$ cat src/sv/mpct_pkg.sv
`default_nettype none

package mpct_pkg;

   localparam int POS_BITS_DEF = 12;

   localparam int BYTE_W  = 8;
   localparam int CFG_W   = 12;
   localparam int CSR_IDX_W = 1;
   localparam int OUT_W   = 12;
   localparam int BTN_W   = 3;

   localparam logic [CSR_IDX_W-1:0] REG_MAX_X = 1'd0;
   localparam logic [CSR_IDX_W-1:0] REG_MAX_Y = 1'd1;

   localparam logic [CFG_W-1:0] MAX_X_RST = 12'd1024;
   localparam logic [CFG_W-1:0] MAX_Y_RST = 12'd768;

   localparam int CURSOR_X_RST = 400;
   localparam int CURSOR_Y_RST = 300;

   // header bit positions
   localparam int HDR_SIGN_X = 4;
   localparam int HDR_SIGN_Y = 5;
   localparam int HDR_OVF_X  = 6;
   localparam int HDR_OVF_Y  = 7;

   typedef struct packed {
      logic [OUT_W-1:0] pos_x;
      logic [OUT_W-1:0] pos_y;
      logic [BTN_W-1:0] buttons;
      logic             dropped;
   } result_type;

endpackage

`default_nettype wire

$ cat src/sv/mpct_core.sv
`default_nettype none

module mpct_core #(
   parameter int POS_BITS = mpct_pkg::POS_BITS_DEF
) (
   input  wire logic                          clock,
   input  wire logic                          reset,
   input  wire logic                          step,
   input  wire logic [mpct_pkg::BYTE_W-1:0]   data_byte,
   input  wire logic [mpct_pkg::CFG_W-1:0]    max_x,
   input  wire logic [mpct_pkg::CFG_W-1:0]    max_y,
   output logic                               last,
   output mpct_pkg::result_type               result
);

   localparam int SUM_W = POS_BITS + 2;
   localparam int CMP_W = (POS_BITS + 1 > mpct_pkg::CFG_W) ? POS_BITS + 1 : mpct_pkg::CFG_W;
   localparam int DLT_W = mpct_pkg::BYTE_W + 1;

   localparam logic [1:0] IDX_HDR = 2'd0;
   localparam logic [1:0] IDX_DX  = 2'd1;
   localparam logic [1:0] IDX_DY  = 2'd2;

   logic [1:0]                  idx_ff, idx_in;
   logic [mpct_pkg::BYTE_W-1:0] hdr_ff, hdr_in;
   logic [mpct_pkg::BYTE_W-1:0] dx_ff, dx_in;
   logic [POS_BITS-1:0]         cx_ff, cx_in;
   logic [POS_BITS-1:0]         cy_ff, cy_in;

   logic signed [DLT_W-1:0] dx_s, dy_s;
   logic signed [SUM_W-1:0] sum_x, sum_y;
   logic [CMP_W-1:0]        pos_mask, max_x_ext, max_y_ext, lim_x, lim_y;
   logic [CMP_W-1:0]        mag_x, mag_y, clp_x, clp_y;
   logic                    drop;

   assign last = (idx_ff == IDX_DY);
   assign drop = hdr_ff[mpct_pkg::HDR_OVF_X] | hdr_ff[mpct_pkg::HDR_OVF_Y];

   always_comb begin
      dx_s = $signed({hdr_ff[mpct_pkg::HDR_SIGN_X], dx_ff});
      dy_s = $signed({hdr_ff[mpct_pkg::HDR_SIGN_Y], data_byte});
      sum_x = $signed({2'b00, cx_ff}) + SUM_W'(dx_s);
      sum_y = $signed({2'b00, cy_ff}) - SUM_W'(dy_s);

      pos_mask  = CMP_W'({POS_BITS{1'b1}});
      max_x_ext = CMP_W'(max_x);
      max_y_ext = CMP_W'(max_y);
      lim_x = (max_x_ext > pos_mask) ? pos_mask : max_x_ext;
      lim_y = (max_y_ext > pos_mask) ? pos_mask : max_y_ext;

      mag_x = CMP_W'(sum_x[SUM_W-2:0]);
      mag_y = CMP_W'(sum_y[SUM_W-2:0]);
      if (sum_x[SUM_W-1]) begin
         clp_x = '0;
      end else if (mag_x > lim_x) begin
         clp_x = lim_x;
      end else begin
         clp_x = mag_x;
      end
      if (sum_y[SUM_W-1]) begin
         clp_y = '0;
      end else if (mag_y > lim_y) begin
         clp_y = lim_y;
      end else begin
         clp_y = mag_y;
      end
   end

   always_comb begin
      idx_in = idx_ff;
      hdr_in = hdr_ff;
      dx_in  = dx_ff;
      cx_in  = cx_ff;
      cy_in  = cy_ff;
      if (step) begin
         case (idx_ff)
            IDX_DX: begin
               dx_in  = data_byte;
               idx_in = IDX_DY;
            end
            IDX_DY: begin
               idx_in = IDX_HDR;
               if (!drop) begin
                  cx_in = POS_BITS'(clp_x);
                  cy_in = POS_BITS'(clp_y);
               end
            end
            default: begin
               hdr_in = data_byte;
               idx_in = IDX_DX;
            end
         endcase
      end
   end

   always_comb begin
      result.pos_x   = mpct_pkg::OUT_W'(cx_in);
      result.pos_y   = mpct_pkg::OUT_W'(cy_in);
      result.buttons = hdr_ff[mpct_pkg::BTN_W-1:0];
      result.dropped = drop;
   end

   always_ff @(posedge clock) begin
      if (reset) begin
         idx_ff <= IDX_HDR;
         hdr_ff <= '0;
         dx_ff  <= '0;
         cx_ff  <= POS_BITS'(mpct_pkg::CURSOR_X_RST);
         cy_ff  <= POS_BITS'(mpct_pkg::CURSOR_Y_RST);
      end else begin
         idx_ff <= idx_in;
         hdr_ff <= hdr_in;
         dx_ff  <= dx_in;
         cx_ff  <= cx_in;
         cy_ff  <= cy_in;
      end
   end

endmodule

`default_nettype wire

$ cat src/sv/mouse_packet_cursor_tracker.sv
// Mouse packet decoder with clamped cursor.
// req channel: one controller byte per beat (req_data_byte, req_from_aux).
//   Bytes with req_from_aux low are taken and ignored.
// Every third mouse byte completes a packet and yields one rsp beat with
//   the cursor position, the header buttons and a dropped flag (overflow).
// csr port: index 0 writes max_x, index 1 writes max_y; write only when idle.
// The beat carrying a packet's last byte reaches rsp through the input
//   register, then the result register.
// Throughput: one req beat per cycle while req_stall is low; the cursor
//   update is a single add and clamp between the input and result registers.
// While rsp_stall holds a result, req beats keep flowing until the next
//   packet's last byte sits in the input register; req then stalls until
//   rsp drains.
// Reset: cursor 400/300, max 1024/768, packet assembly back at the header.
`default_nettype none

module mouse_packet_cursor_tracker #(
   parameter int POS_BITS = mpct_pkg::POS_BITS_DEF
) (
   input  wire logic                            clock,
   input  wire logic                            reset,
   input  wire logic                            req_valid,
   output logic                                 req_stall,
   input  wire logic [mpct_pkg::BYTE_W-1:0]     req_data_byte,
   input  wire logic                            req_from_aux,
   output logic                                 rsp_valid,
   input  wire logic                            rsp_stall,
   output logic [mpct_pkg::OUT_W-1:0]           rsp_pos_x,
   output logic [mpct_pkg::OUT_W-1:0]           rsp_pos_y,
   output logic [mpct_pkg::BTN_W-1:0]           rsp_buttons,
   output logic                                 rsp_dropped,
   input  wire logic                            csr_wr_en,
   input  wire logic [mpct_pkg::CSR_IDX_W-1:0]  csr_index,
   input  wire logic [mpct_pkg::CFG_W-1:0]      csr_data
);

   logic                        in_vld_ff, in_vld_in;
   logic [mpct_pkg::BYTE_W-1:0] in_byte_ff;
   logic                        out_vld_ff, out_vld_in;
   mpct_pkg::result_type        out_ff, core_res;
   logic [mpct_pkg::CFG_W-1:0]  max_x_ff, max_y_ff;
   logic                        last, advance, step, req_take;

   assign advance   = in_vld_ff & (!last | !out_vld_ff | !rsp_stall);
   assign step      = advance;
   assign req_stall = in_vld_ff & !advance;
   assign req_take  = req_valid & !req_stall;

   always_comb begin
      if (req_take) begin
         in_vld_in = req_from_aux;
      end else if (advance) begin
         in_vld_in = 1'b0;
      end else begin
         in_vld_in = in_vld_ff;
      end
      out_vld_in = (step & last) | (out_vld_ff & rsp_stall);
   end

   mpct_core #(
      .POS_BITS (POS_BITS)
   ) u_core (
      .clock     (clock),
      .reset     (reset),
      .step      (step),
      .data_byte (in_byte_ff),
      .max_x     (max_x_ff),
      .max_y     (max_y_ff),
      .last      (last),
      .result    (core_res)
   );

   always_ff @(posedge clock) begin
      if (reset) begin
         in_vld_ff  <= 1'b0;
         out_vld_ff <= 1'b0;
         max_x_ff   <= mpct_pkg::MAX_X_RST;
         max_y_ff   <= mpct_pkg::MAX_Y_RST;
      end else begin
         in_vld_ff  <= in_vld_in;
         out_vld_ff <= out_vld_in;
         if (csr_wr_en && csr_index == mpct_pkg::REG_MAX_X) begin
            max_x_ff <= csr_data;
         end
         if (csr_wr_en && csr_index == mpct_pkg::REG_MAX_Y) begin
            max_y_ff <= csr_data;
         end
      end
   end

   always_ff @(posedge clock) begin
      if (req_take) begin
         in_byte_ff <= req_data_byte;
      end
      if (step && last) begin
         out_ff <= core_res;
      end
   end

   assign rsp_valid   = out_vld_ff;
   assign rsp_pos_x   = out_ff.pos_x;
   assign rsp_pos_y   = out_ff.pos_y;
   assign rsp_buttons = out_ff.buttons;
   assign rsp_dropped = out_ff.dropped;

endmodule

`default_nettype wire

$ cat config.mk
export PLATFORM = sky130hd
export DESIGN_NAME = mouse_packet_cursor_tracker
export DESIGN_NICKNAME = d
export VERILOG_FILES = /design/src/sv/mpct_pkg.sv /design/src/sv/mpct_core.sv /design/src/sv/mouse_packet_cursor_tracker.sv
export SDC_FILE = /design/constraint.sdc
export NUM_CORES = 1
export LEC_CHECK = 0
export ABC_CLOCK_PERIOD_IN_PS = 5600
export BUFFER_PORTS_ARGS = -buffer_cell sky130_fd_sc_hd__clkbuf_2
export CAP_MARGIN = 25
export CORE_MARGIN = 1.5
export CORE_UTILIZATION = 64
export DETAILED_ROUTE_END_ITERATION = 8
export PLACE_DENSITY_LB_ADDON = 0.12
export RECOVER_POWER = 25
export SLEW_MARGIN = 0
export SYNTH_ARGS = -nofsm -noshare
export SYNTH_HDL_FRONTEND = slang
export SYNTH_HIERARCHICAL = 1
export SYNTH_SLANG_ARGS = --single-unit
$ cat constraint.sdc
create_clock -name clock -period 5.6 [get_ports clock]
set_input_delay 0.84 -clock clock [delete_from_list [all_inputs] [get_ports clock]]
set_output_delay 0.84 -clock clock [all_outputs]
set_load 0.02 [all_outputs]
==> key figures <==
Outcome
  • Status: complete, but fails checks
  • Failing checks: DRC, capacitance limit, slew limit

Timing
  • Final setup viols: 0
  • Worst-Margin Slew: 2740 ps
  • Fin crit period: 4400 ps
  • Setup_tns: 0 ps
  • RSZ-0062 raised after global routing: no
  • Final Cycle Share: 78.6%
  • Clock Skew: 14.2 ps
  • Fin. max-slew vios: 90
  • Slew HR: -82.6%
  • Fmax: 227 MHz
  • Hold Fails Final Rpt: 0
  • Worst Slack Setup Final: 1200 ps

Cells and area
  • Antenna cell count: 0
  • Nets: 786
  • Area delta synth->final: 8.98%
  • Finished Core Util: 72.6%
  • Proportion of layout cells with a drive suffix above 1: 12.1%

Place
  • Pre-CTS setup slack: 1260 ps
  • HPWL reported at the end of detailed placement: 10600 µm
  • Number of buffers added on ports: 56
  • Routability congestion estimate: 0.937

Detailed routing
  • Vias/cell: 6.06
  • Remaining DRCs: 3
  • Detailed Route WL: 14400 µm
  • DR pass1 iterations: 7
  • Initial DRC Count: 323
  • Drt wl/cell: 17.6 µm
  • Post-route ant nets: 0
  • Via count: 4947

Setup path
  • Crit-path slowest cell: nor4_4
  • Crit path max fanout: 7
  • CP Class: register to register
  • Crit path largest cell delay: 570 ps
  • Data arrival, critical path: 4510 ps
  • Crit-path cells: ha_1 > fa_1 > and2b_1 > o31ai_4 > a211oi_2 > o41ai_1 > xnor2_1 > ha_1 > nand3_1 > nor3_1 > a32oi_1 > nor4_4 > buf_4 > mux2i_1 > o22ai_1
  • Crit path required time: 5710 ps
  • Critical Path Source Type: register
  • Worst Setup End Kind: register
  • CP most frequent cell: ha_1

Floorplanning
  • Die area: 9750 µm²
  • Die span in y: 98.7 µm
  • Die Wd: 98.7 µm
  • Initial Util: 66.6%
  • Boundary Pins: 57
  • # rows: 34
  • Core area: 8810 µm²

Logic synthesis
  • Post-Synthesis Cells: 660
  • Synth warnings: 6
  • Sequential fraction of the synthesis area: 41.3%
  • Synth area leaders: dfxtp_1 (23%), edfxtp_1 (18%), ha_1 (11%)
  • Share of the synthesized area in the top cell type: 22.9%
  • Asr flop ratio synth: 0%
  • Mapped Area: 5870 µm²
  • Syn nets: 742
  • Mean area per synthesized cell: 8.89 µm²
  • Synth Register Bits: 103
  • Top-count cell post-synth: nand2_1
  • Synth area leader: dfxtp_1
  • Yosys cell types: 56
  • Synth top cells by count: nand2_1 (112), a21oi_1 (68), dfxtp_1 (67)
  • Post-synth EDFFs: 36
  • Main synth FF type: dfxtp_1

Hold path
  • Min-Delay Path Class: register to register

Flow run
  • Max cap viols: 2

Power and ir drop
  • Leakage: 0.00263 µW
  • Peak VDD IR: 0.156 mV
  • PwrDens: 247 nW/µm²

GRT
  • Total GRT Usage: 30.5%
  • Initial antenna violation count: 0
  • Largest net degree at the start of global routing: 61
  • GRT overflow: 0
  • First-pass GRT wire length: 23000 µm
  • Number of global-route vias before repair: 4747

CTS
  • Clock root cell: clkbuf_8
  • CTS Buffer Depth: 2
  • CTS Hold Bufs: 0
  • Postcts setup bufs: 0
  • Reg clk slew, reported paths: 110 ps
  • CTS tree: done
  • H-tree Lvls: 3
  • Clock latency at the later pin of the worst-skew pair: 380 ps
  • Post_cts resized: 0
  • Clk sinks: 103
  • CTS buffer count: 9
-- cells by family after synthesis --
logic type                 share of synthesized area, %
AOI/OAI and AO/OA                                  17.4
buffers and inverters                              6.02
muxes                                              4.61
DFF                                                41.3
adders and majority gates                          12.0
and+or+nand+nor                                    16.5
xor gates and xnor gates                           2.24
-- final timing paths --
path,start,slack (ps),endpoint,depth (start not counted)
setup / recovery,in_byte_ff[0],1200,rsp_pos_y[11],15
hold / removal,u_core/hdr_ff[0],440,rsp_buttons[0],0
setup reg to reg,in_byte_ff[0],1200,rsp_pos_y[11],15
hold reg to reg,u_core/hdr_ff[0],440,rsp_buttons[0],0
-- per-layer routing --
metal / part of all wire [%] / vias to the layer above / global-route usage, %
met1: 42 / 2329 / 38.0
met3: 6.7 / 26 / 6.17
li1: - / 2409 / -
met5: 0 / - / 0
met4: 2.8 / 0 / 13.2
met2: 49 / 183 / 51.6
-- final cells by class --
type / instances / area [µm²]
multi-input combinational: 476 / 3100
tap: 108 / 135
clock inverter: 7 / 100
timing repair buffer: 63 / 323
sequential: 103 / 2420
inverter: 51 / 191
fill: 695 / 2410
clock buffer: 9 / 124
-- flip-flops by register name (all words and copies together), names as in the netlist, 7 cells and up --
| register | flops |
|---|---|
| max_x_ff | 12 |
| u_core/cy_ff | 12 |
| rsp_pos_y | 12 |
| rsp_pos_x | 12 |
| u_core/hdr_ff | 7 |
| u_core/cx_ff | 12 |
| max_y_ff | 12 |
| in_byte_ff | 8 |
| u_core/dx_ff | 8 |
-- cell usage in the layout (no fill, tap or decap), types with 6 or more instances in the layout --
cell type | synthesis | layout
edfxtp_1 | 36 | 36
o31ai_1 | 10 | 10
xnor2_1 | 13 | 13
nand3_1 | 25 | 25
o21ai_1 | 36 | 36
o21a_1 | 8 | 8
clkbuf_2 | 0 | 54
clkbuf_8 | 0 | 9
nor3_1 | 8 | 8
inv_1 | 51 | 51
o21ai_0 | 11 | 11
a21oi_1 | 68 | 68
nand2b_1 | 8 | 8
ha_1 | 53 | 53
mux2i_1 | 27 | 26
nor2_1 | 24 | 23
o22ai_1 | 6 | 6
nand2_1 | 112 | 112
dfxtp_1 | 67 | 67
-- worst max-delay path, delay by kind of cell (launching register included) --
kind / cells / cell delay, ps
flip-flops: 1 / 430
multiplexers: 1 / 260
XOR/XNOR: 1 / 160
adder cells (fa/ha/maj): 3 / 970
AND/OR/NAND/NOR: 4 / 1250
AO/OA/AOI/OAI: 5 / 770
buffers and inverters: 1 / 290
-- metrics by stage --
| stage | hold slack [ps] | total power [µW] | std cells | cell area (µm²) |
|---|---|---|---|---|
| finish | 444 | 1580 | 817 | 6390 |
| global route | 467 | 1640 | 817 | 6390 |
| CTS | 444 | 1580 | 817 | 6410 |
| detailed placement | 416 | 1070 | 801 | 6180 |
| global placement | 415 | 1060 | 801 | 6180 |
| floorplan | 425 | 1010 | 660 | 5870 |
-- power by group --
part | total, µW | leakage [µW] | switching (µW) | internal [µW]
clock network | 516 | 0.000112 | 295 | 221
registers | 805 | 0.000890 | 18.2 | 787
logic | 255 | 0.00163 | 150 | 105
total | 1580 | 0.00263 | 463 | 1110
Note: power is estimated with default switching activity, not from simulation.
